===== config.mk =====
export PLATFORM = sky130hd
export DESIGN_NAME = chtl_ram
export DESIGN_NICKNAME = d
export VERILOG_FILES = /design/src/chtl_ram.sv
export SDC_FILE = /design/constraint.sdc
export NUM_CORES = 1
export LEC_CHECK = 0
export BUFFER_PORTS_ARGS = -buffer_cell sky130_fd_sc_hd__buf_2
export CAP_MARGIN = 5
export CORE_UTILIZATION = 65
export DETAILED_ROUTE_END_ITERATION = 8
export PLACE_DENSITY = 0.89
export SYNTH_ARGS = -nofsm -noshare
export SYNTH_HDL_FRONTEND = slang
export SYNTH_SLANG_ARGS = --single-unit

===== constraint.sdc =====
create_clock -name clk -period 6.7 [get_ports clk]
set_clock_uncertainty 0.05 [all_clocks]
set_input_delay 2.01 -clock clk [delete_from_list [all_inputs] [get_ports clk]]
set_output_delay 2.01 -clock clk [all_outputs]
set_load 0.005 [all_outputs]

===== src/chtl_ram.sv =====
// ----------------------------------------------------------------------------
// chtl_ram
// Generic single write port, single read port RAM with registered read data.
// ----------------------------------------------------------------------------
module chtl_ram #(
    parameter int WIDTH = 8,
    parameter int DEPTH = 16,
    localparam int AW = (DEPTH > 1) ? $clog2(DEPTH) : 1
) (
    input  logic             clk,
    input  logic             we,
    input  logic [AW-1:0]    waddr,
    input  logic [WIDTH-1:0] wdata,
    input  logic             re,
    input  logic [AW-1:0]    raddr,
    output logic [WIDTH-1:0] rdata
);

    logic [WIDTH-1:0] mem [DEPTH];

    always_ff @(posedge clk)
    begin
        if (we)
        begin
            mem[waddr] <= wdata;
        end
    end

    always_ff @(posedge clk)
    begin
        if (re)
        begin
            rdata <= mem[raddr];
        end
    end

endmodule


==> results_dict.tcl <==
set metrics [dict create \
    status "finished clean" \
    root_buffer "clkbuf_8" \
    yosysWarnings 0 \
    grt_use_total_pct 28.1 \
    ios 27 \
    rsz0062_at_grt "no" \
    vdd_drop_max_v 0.000330 \
    ys_top_cells_by_count "136 x edfxtp_1, 18 x mux4_2, 16 x a22oi_1, 14 x mux4_1, 13 x nor2_1" \
    ys.flop_type "edfxtp_1" \
    crit_family "buffers and inverters" \
    rr_worst_depth 3 \
    drt_iter0_drc 314 \
    rows 32 \
    rrSetupSlack_ns 5.13 \
    switching_share_pct 19.4 \
    p_leak_nw 2.02 \
    maxSlewViolCount 0 \
    via_per_inst 6.67 \
    maxCapViolations 0 \
    cts.sinks 136 \
    synth_most_common_cell "edfxtp_1" \
    ys_ff_latch 136 \
    layout.nets 285 \
    cp_max_fo 32 \
    grt_pass1_vias 2564 \
    cp.required_ns 6.91 \
    start_kind "primary input" \
    crit_start "raddr[0]" \
    setup_tns_ns 0 \
    dieArea_um2 8410 \
    instances_no_fill 381 \
    internal_power_mw 1.63 \
    holdBufCountCts 0 \
    grt_pass1_wl_mm 15.9 \
    finalCritPeriodShare_pct 54.8 \
    p_clk_share_pct 48.2 \
    critPathCaptureType "flop" \
    power.density_nw_per_um2 335 \
    grt_overflow_total 0 \
    syn-mean-instance-area_um2 22.8 \
    ys_seq_area_share_pct 78.1 \
    layout-drive-gt1-share_pct 28.0 \
    syn_nets 248 \
    insertedDiodeCount 0 \
    fp.dieH_um 91.7 \
    crit_type "in -> reg" \
    insertion_delay_ns 0.52 \
    fmaxAchievable_ghz 0.272 \
    hpwl_mm 6.00 \
    post_cts_buffers 0 \
    comb_power_share_pct 4.2 \
    drc 0 \
    grt_max_degree 33 \
    first_pass_iters 5 \
    drt_wl_total_mm 10.6 \
    antenna_found_initial 0 \
    wl_per_cell_um 27.8 \
    synth_area_um2 5230 \
    r2r-end "rdata[6]" \
    die_w_um 91.7 \
    cts_max_level 4 \
    synth_cell_types 18 \
    async_flop_share_pct 0 \
    core_um2 7770 \
    cts.path.max_buffers 2 \
    r2r-start "mem[3][6]" \
    worstHoldStart "mem[8][5]" \
    antenna_left 0 \
    hold-path-cell-count 3 \
    synth_top_area_cell "edfxtp_1" \
    synthToLayoutAreaGrowth_pct 15.6 \
    hold_violations 0 \
    netSwitchingPower_uw 392 \
    numCtsBuffers 17 \
    path_cells "buf_2, mux4_1, a22oi_1, nand2_1" \
    arrival_ns 3.88 \
    seq_power_share_pct 47.7 \
    initial_core_util_pct 67.3 \
    crit_slowest_cell "buf_2" \
    syn_inst 229 \
    via_count 2540 \
    slew_headroom_pct 15.9 \
    worstMarginPinSlew_ns 1.25 \
    gp_congestion 0.721 \
    setup_viol 0 \
    crit_buf_inv 1 \
    port-buffer-count 26 \
    synth_top_area_share_pct 78.1 \
    hold-path-endpoint "rdata[5]" \
    cts_resized 0 \
    hold_class "reg -> reg" \
    max_stage_delay_ns 0.80 \
    ys_top_cells_by_area "edfxtp_1 78%, mux4_2 7.8%, mux4_1 7.0%" \
    dpl.cell_count 348 \
    synth_edf_count 136 \
    period_needed_ns 3.67 \
    clkTransAtPathRegs_ns 0.06 \
    cts_tree "done" \
]
-- cells in the final DEF, fill, tap and decap left out --
cell        instances
clkinvlp_4          2
or3b_2              1
nor2b_1             1
buf_2              26
nand2b_1            2
nor3_1              3
clkbuf_2            1
mux4_1             14
nor2_1             13
a22oi_1            16
edfxtp_1          136
nand3_1             1
clkbuf_1            2
nor3_2              1
mux4_2             18
and2b_1             1
bufinv_16           5
buf_4               1
and2_1              1
clkinv_4            2
nand2_1             9
nand3b_1            2
clkinv_2            4
clkbuf_16          16
clkbuf_8            1
-- tightest hold or removal path, cell delays in order (launching register included) --
cell      delay [ns]
edfxtp_1        0.31
mux4_1          0.21
a22oi_1         0.09
nand2_1         0.06
-- stage by stage --
stage	setup slack [ns]	hold WS [ns]	cell area, um^2	total power, mW	utilization (%)
floorplan	3.15	0.655	5230	1.03	-
global placement	2.56	0.678	5410	1.06	69.7
detailed placement	2.52	0.702	5410	1.06	69.7
CTS	3.05	0.729	6040	2.03	77.7
global route	2.95	0.762	6040	2.07	77.8
finish	3.03	0.728	6040	2.02	77.8
-- registers in the layout (all words and copies together), names as in the netlist --
name and count:
mem 128, rdata 8
-- how the worst max path moves through the flow --
stage | end | slack (ns) | cells after the start
final | rdata[1] | 3.03 | 4
after detailed placement | rdata[1] | 2.52 | 4
after global routing | rdata[1] | 2.95 | 4
after floorplan | mem[0][0] | 3.15 | 2
after global placement | rdata[4] | 2.56 | 4
after CTS | rdata[1] | 3.05 | 4
-- cell type report --
cell class / instances / area [um^2]
well taps: 102 / 128
repair buffers: 28 / 143
multi-input cells: 83 / 1060
flip-flops and latches: 136 / 4080
clock buffers: 19 / 422
clock inverters: 13 / 203
fillers: 386 / 1730
-- cells by family (layout without fill, tap and decap cells) --
group           count (synthesis)  count (layout)  share of synthesized area [%]
buf+inv                        10              60                           1.65
compound gates                 16              16                           2.30
flops                         136             136                           78.1
mux                            32              32                           14.8
simple gates                   35              35                           3.14
-- power by group through the flow --
stage | Clock, mW | Combinational, mW | Sequential (mW)
floorplan | 0 | 0.0484 | 0.980
detailed placement | 0 | 0.0814 | 0.982
finish | 0.975 | 0.0841 | 0.965
global placement | 0 | 0.0780 | 0.980
CTS | 0.980 | 0.0838 | 0.965
global route | 1.02 | 0.0896 | 0.966
-- per-layer routing --
metal	wire length [um]	vias to the layer above	global-route usage, %	share of wire, %
met1	4300	1307	40.8	41
met5	0	-	0	0
met2	5320	161	42.8	50
li1	-	1056	-	-
met4	140	0	9.92	1.3
met3	828	16	7.05	7.8
Power figures use the tool's default switching activity.
