### src/chtl_pkg.sv
// ----------------------------------------------------------------------------
// chtl_pkg
// Shared field widths and modulo unit constants for the chained hash table.
// ----------------------------------------------------------------------------
package chtl_pkg;

    localparam int KEY_W     = 31;
    localparam int BUCKET_W  = 4;
    localparam int PROBE_W   = 11;

    // modulo unit retires this many key bits per cycle
    localparam int MOD_DIGIT = 4;
    localparam int MOD_STEPS = (KEY_W + MOD_DIGIT - 1) / MOD_DIGIT;
    localparam int MOD_PAD_W = MOD_STEPS * MOD_DIGIT;
    localparam int STEP_W    = (MOD_STEPS > 1) ? $clog2(MOD_STEPS) : 1;

endpackage

### src/chtl_mod_unit.sv
// ----------------------------------------------------------------------------
// chtl_mod_unit
// Iterative key modulo bucket count, restoring compare and subtract over a
// few key bits per cycle.
// ----------------------------------------------------------------------------
module chtl_mod_unit
    import chtl_pkg::*;
#(
    parameter int BUCKETS = 11,
    localparam int REM_W = (BUCKETS > 1) ? $clog2(BUCKETS) : 1
) (
    input  logic             clk,
    input  logic             rst_n,
    input  logic             start,
    input  logic [KEY_W-1:0] key,
    output logic             done,
    output logic [REM_W-1:0] rem
);

    localparam int T_W = REM_W + 1;
    localparam logic [T_W-1:0] DIVISOR = T_W'(BUCKETS);

    logic                 busy_reg,  busy_next;
    logic                 done_reg,  done_next;
    logic [STEP_W-1:0]    step_reg,  step_next;
    logic [MOD_PAD_W-1:0] div_reg,   div_next;
    logic [REM_W-1:0]     rem_reg,   rem_next;

    always_comb
    begin
        logic [REM_W-1:0] r;
        logic [T_W-1:0]   t;
        r = rem_reg;
        for (int i = 0; i < MOD_DIGIT; i++)
        begin
            t = {r, div_reg[MOD_PAD_W-1-i]};
            if (t >= DIVISOR)
            begin
                t = t - DIVISOR;
            end
            r = t[REM_W-1:0];
        end

        busy_next = busy_reg;
        done_next = 1'b0;
        step_next = step_reg;
        div_next  = div_reg;
        rem_next  = rem_reg;

        if (start)
        begin
            busy_next = 1'b1;
            step_next = '0;
            div_next  = MOD_PAD_W'(key);
            rem_next  = '0;
        end
        else if (busy_reg)
        begin
            rem_next  = r;
            div_next  = div_reg << MOD_DIGIT;
            step_next = step_reg + STEP_W'(1);
            if (step_reg == STEP_W'(MOD_STEPS - 1))
            begin
                busy_next = 1'b0;
                done_next = 1'b1;
            end
        end
    end

    always_ff @(posedge clk or negedge rst_n)
    begin
        if (!rst_n)
        begin
            busy_reg <= 1'b0;
            done_reg <= 1'b0;
            step_reg <= '0;
            div_reg  <= '0;
            rem_reg  <= '0;
        end
        else
        begin
            busy_reg <= busy_next;
            done_reg <= done_next;
            step_reg <= step_next;
            div_reg  <= div_next;
            rem_reg  <= rem_next;
        end
    end

    assign done = done_reg;
    assign rem  = rem_reg;

endmodule

### config.mk
export PLATFORM = sky130hd
export DESIGN_NAME = chtl_mod_unit
export DESIGN_NICKNAME = d
export VERILOG_FILES = /design/src/chtl_pkg.sv /design/src/chtl_mod_unit.sv
export SDC_FILE = /design/constraint.sdc
export NUM_CORES = 1
export LEC_CHECK = 0
export BUFFER_PORTS_ARGS = -buffer_cell sky130_fd_sc_hd__buf_2
export CAP_MARGIN = 15
export CORE_UTILIZATION = 45
export DETAILED_ROUTE_END_ITERATION = 7
export PLACE_DENSITY = 0.66
export SLEW_MARGIN = 15
export SYNTH_ARGS = -nofsm -noshare
export SYNTH_HDL_FRONTEND = slang
export SYNTH_SLANG_ARGS = --single-unit
### constraint.sdc
create_clock -name clk -period 11.7 [get_ports clk]
set_clock_uncertainty 0.1 [all_clocks]
set_input_delay 2.34 -clock clk [delete_from_list [all_inputs] [get_ports clk]]
set_output_delay 2.34 -clock clk [all_outputs]
set_load 0.01 [all_outputs]
==> flow_summary.yaml <==
status:
  status: "completed"
clock_tree:
  cts_buffers: 5
  cts_tree: "built"
  cts-resized-gates: 0
  clk_pin_slew_worst_paths_ns: 0.07
  cts_sinks: 41
  cts_max_path_buffers: 2
  h-tree-depth: 2
  postCtsHoldBufs: 0
  postCtsSetupBuffers: 0
  clk_latency_ns: 0.28
  root_buffer: "clkbuf_8"
power_and_ir_drop:
  p_total_uw: 566.6
  powerDensity_mw_per_mm2: 202.5
  ir_worst_vdd_v: 0.00008452
  p_leak_nw: 1.478
timing:
  setup_slack_ns: 7.459
  finalSetupViolCount: 0
  worst_pin_slew_ns: 1.075
  timing_hold_violations_final: 0
  period_share_pct: 36.24
  slew-limit-headroom_pct: 28.33
  setup_tns_ns: 0
  fin_crit_ns: 4.241
  clock.fmax_mhz: 235.8
  rsz0062_at_grt: "false"
  drv_slew: 0
logic_synthesis:
  synth_flop_cell: "dfrtp_1"
  syn_avg_cell_area_um2: 9.861
  synth.distinct_cells: 58
  synth_area_leader_cell: "dfrtp_1"
  synth_area_leaders: "dfrtp_1, mux2i_1, o21ai_0"
  synth_edf_count: 0
  async_flop_share_pct: 100.0
  synth_seq_cells: 41
  synth_area_mm2: 0.002485
  syn-num-nets: 292
  yosysTopAreaCellShare_pct: 41.29
  yosysWarnings: 0
  synth_cells: 252
  ys_seq_area_share_pct: 41.29
routing:
  wl_per_cell_um: 14.23
  ant_nets: 0
  finalWirelength_um: 5053
  viasPerCell: 5.532
  drtIter0Drc: 95
  drt_first_pass_iters: 4
  dr_total_vias: 1964
  route.detailed.drc: 0
critical_path:
  cpMaxStageDelayCell: "dfrtp_1"
  worstPathCellList: "ha_1, o21a_1, o32a_4, ha_1, o21ai_2, and2_1, nor2_1, ha_1, nor3_2, a221oi_1, mux2i_1, o211ai_2, ha_1, or3_1, a41o_1"
  startpoint_type: "flip-flop"
  required_ns: 11.78
  cp-end-kind: "flip-flop"
  slowest_delay_ns: 0.47
  arrival_ns: 4.32
  critPathKind: "flip-flop to flip-flop"
  crit_buf_inv: 0
  critPathTopFamily: "compound AO/OA/AOI/OAI gates"
  crit_fanout: 8
  reg2reg_setup_slack_ns: 7.46
  cp_common_cell: "ha_1"
global_route:
  grt_pass1_wl_um: 8604
  grt_util_all_layers_pct: 18.21
  grt_max_degree: 67
  antenna_found_initial: 0
  first_global_vias: 1887
  grt-ovfl-total: 0
floorplan:
  die_h_um: 76.31
  core_mm2: 0.005205
  io_pins: 39
  die_w_um: 76.31
  rows: 26
  dieArea_mm2: 0.005823
  start_util_pct: 47.74
placement:
  placed_cell_area_mm2: 0.002708
  port_buffers: 38
  gp_congestion: 0.8866
  pre_cts_slack_ns: 7.501
  dpl.hpwl_um: 3520
finish:
  syn2layout_area_growth_pct: 12.59
  fin_util_pct: 53.75
  nets: 324
  largest_register_ffs: 32
  postLayoutCellArea_mm2: 0.002798
  fillers: 486
  drive_gt1_share_pct: 23.16
  num_antenna_cells: 0
min_path:
  hold_class: "flip-flop to flip-flop"
run:
  drv_cap: 0
## tightest hold or removal path: stages, from the launching register on
cell     delay [ns]
dfrtp_1        0.35
mux2i_1        0.07
nor2_1         0.08
## stage by stage
step,instances,hold slack (ns)
global placement,347,0.4158
global route,355,0.4688
detailed placement,347,0.4198
CTS,355,0.4413
floorplan,252,0.3892
finish,355,0.4399
## synth_stat cells (all sizes together), types with 2 or more instances
| library cell | instances |
|---|---|
| clkbuf | 10 |
| a22o | 3 |
| nor2b | 2 |
| o21ai | 35 |
| nor3 | 4 |
| nand2 | 42 |
| ha | 6 |
| nor2 | 11 |
| dfrtp | 41 |
| a21o | 3 |
| o32a | 3 |
| mux2i | 33 |
| o2111ai | 2 |
| inv | 5 |
| or3 | 3 |
| a21oi | 4 |
| a31oi | 4 |
| o21bai | 2 |
| and3 | 2 |
| buf | 4 |
| a221oi | 3 |
| o22ai | 2 |
| a211oi | 4 |
| a22oi | 2 |
| o211ai | 2 |
## path summary, 6_finish.rpt
| path | startpoint | end | cells after the start |
|---|---|---|---|
| worst max-delay path | rem[0] | rem[1] | 15 |
| worst min-delay path | step_reg[1] | step_reg[1] | 2 |
| worst max register to register | rem[0] | rem[1] | 15 |
| worst min register to register | step_reg[1] | step_reg[1] | 2 |
| max in group asynchronous | rst_n | busy_reg | 1 |
| min in group asynchronous | rst_n | div_reg[8] | 1 |
## cell usage in the layout (no fill, tap or decap), types with 3 or more instances in the layout
cell / instances
dfrtp_1: 40
a21oi_1: 3
nor2_1: 11
or3_1: 3
a31oi_1: 4
inv_1: 5
ha_1: 6
nand2_1: 42
a211oi_1: 3
a21o_1: 3
clkbuf_8: 6
mux2i_1: 32
buf_2: 38
o21ai_0: 34
## routing by layer
layer	vias up	wire length, um	track usage, %
met5	-	0	0
met4	0	36	4.615
met3	5	183	3.234
met2	43	2316	31.44
met1	922	2516	23.44
li1	994	-	-
## kinds of logic after synthesis
| logic type | after synthesis | synth area share [%] |
|---|---|---|
| compound gates | 81 | 24.98 |
| simple gates | 69 | 12.84 |
| flops | 41 | 41.29 |
| mux | 34 | 14.05 |
| buf+inv | 20 | 3.475 |
| fa+ha+maj | 6 | 3.021 |
| xor+xnor | 1 | 0.3525 |
## layout make-up
cell class | count | area, um^2 | share of cell area (%)
Sequential cell | 41 | 1027 | 36.72
Tap cell | 70 | 87.58 | 3.131
Clock buffer | 8 | 90.09 | 3.220
Inverter | 6 | 22.52 | 0.8050
Timing Repair Buffer | 39 | 197.7 | 7.066
Multi-Input combinational cell | 191 | 1373 | 49.06
## where the power goes
group          internal [mW]  switching (mW)
combinational          0.130           0.165
sequential             0.157          0.0205
clock                 0.0481          0.0457
Power figures use the tool's default switching activity.
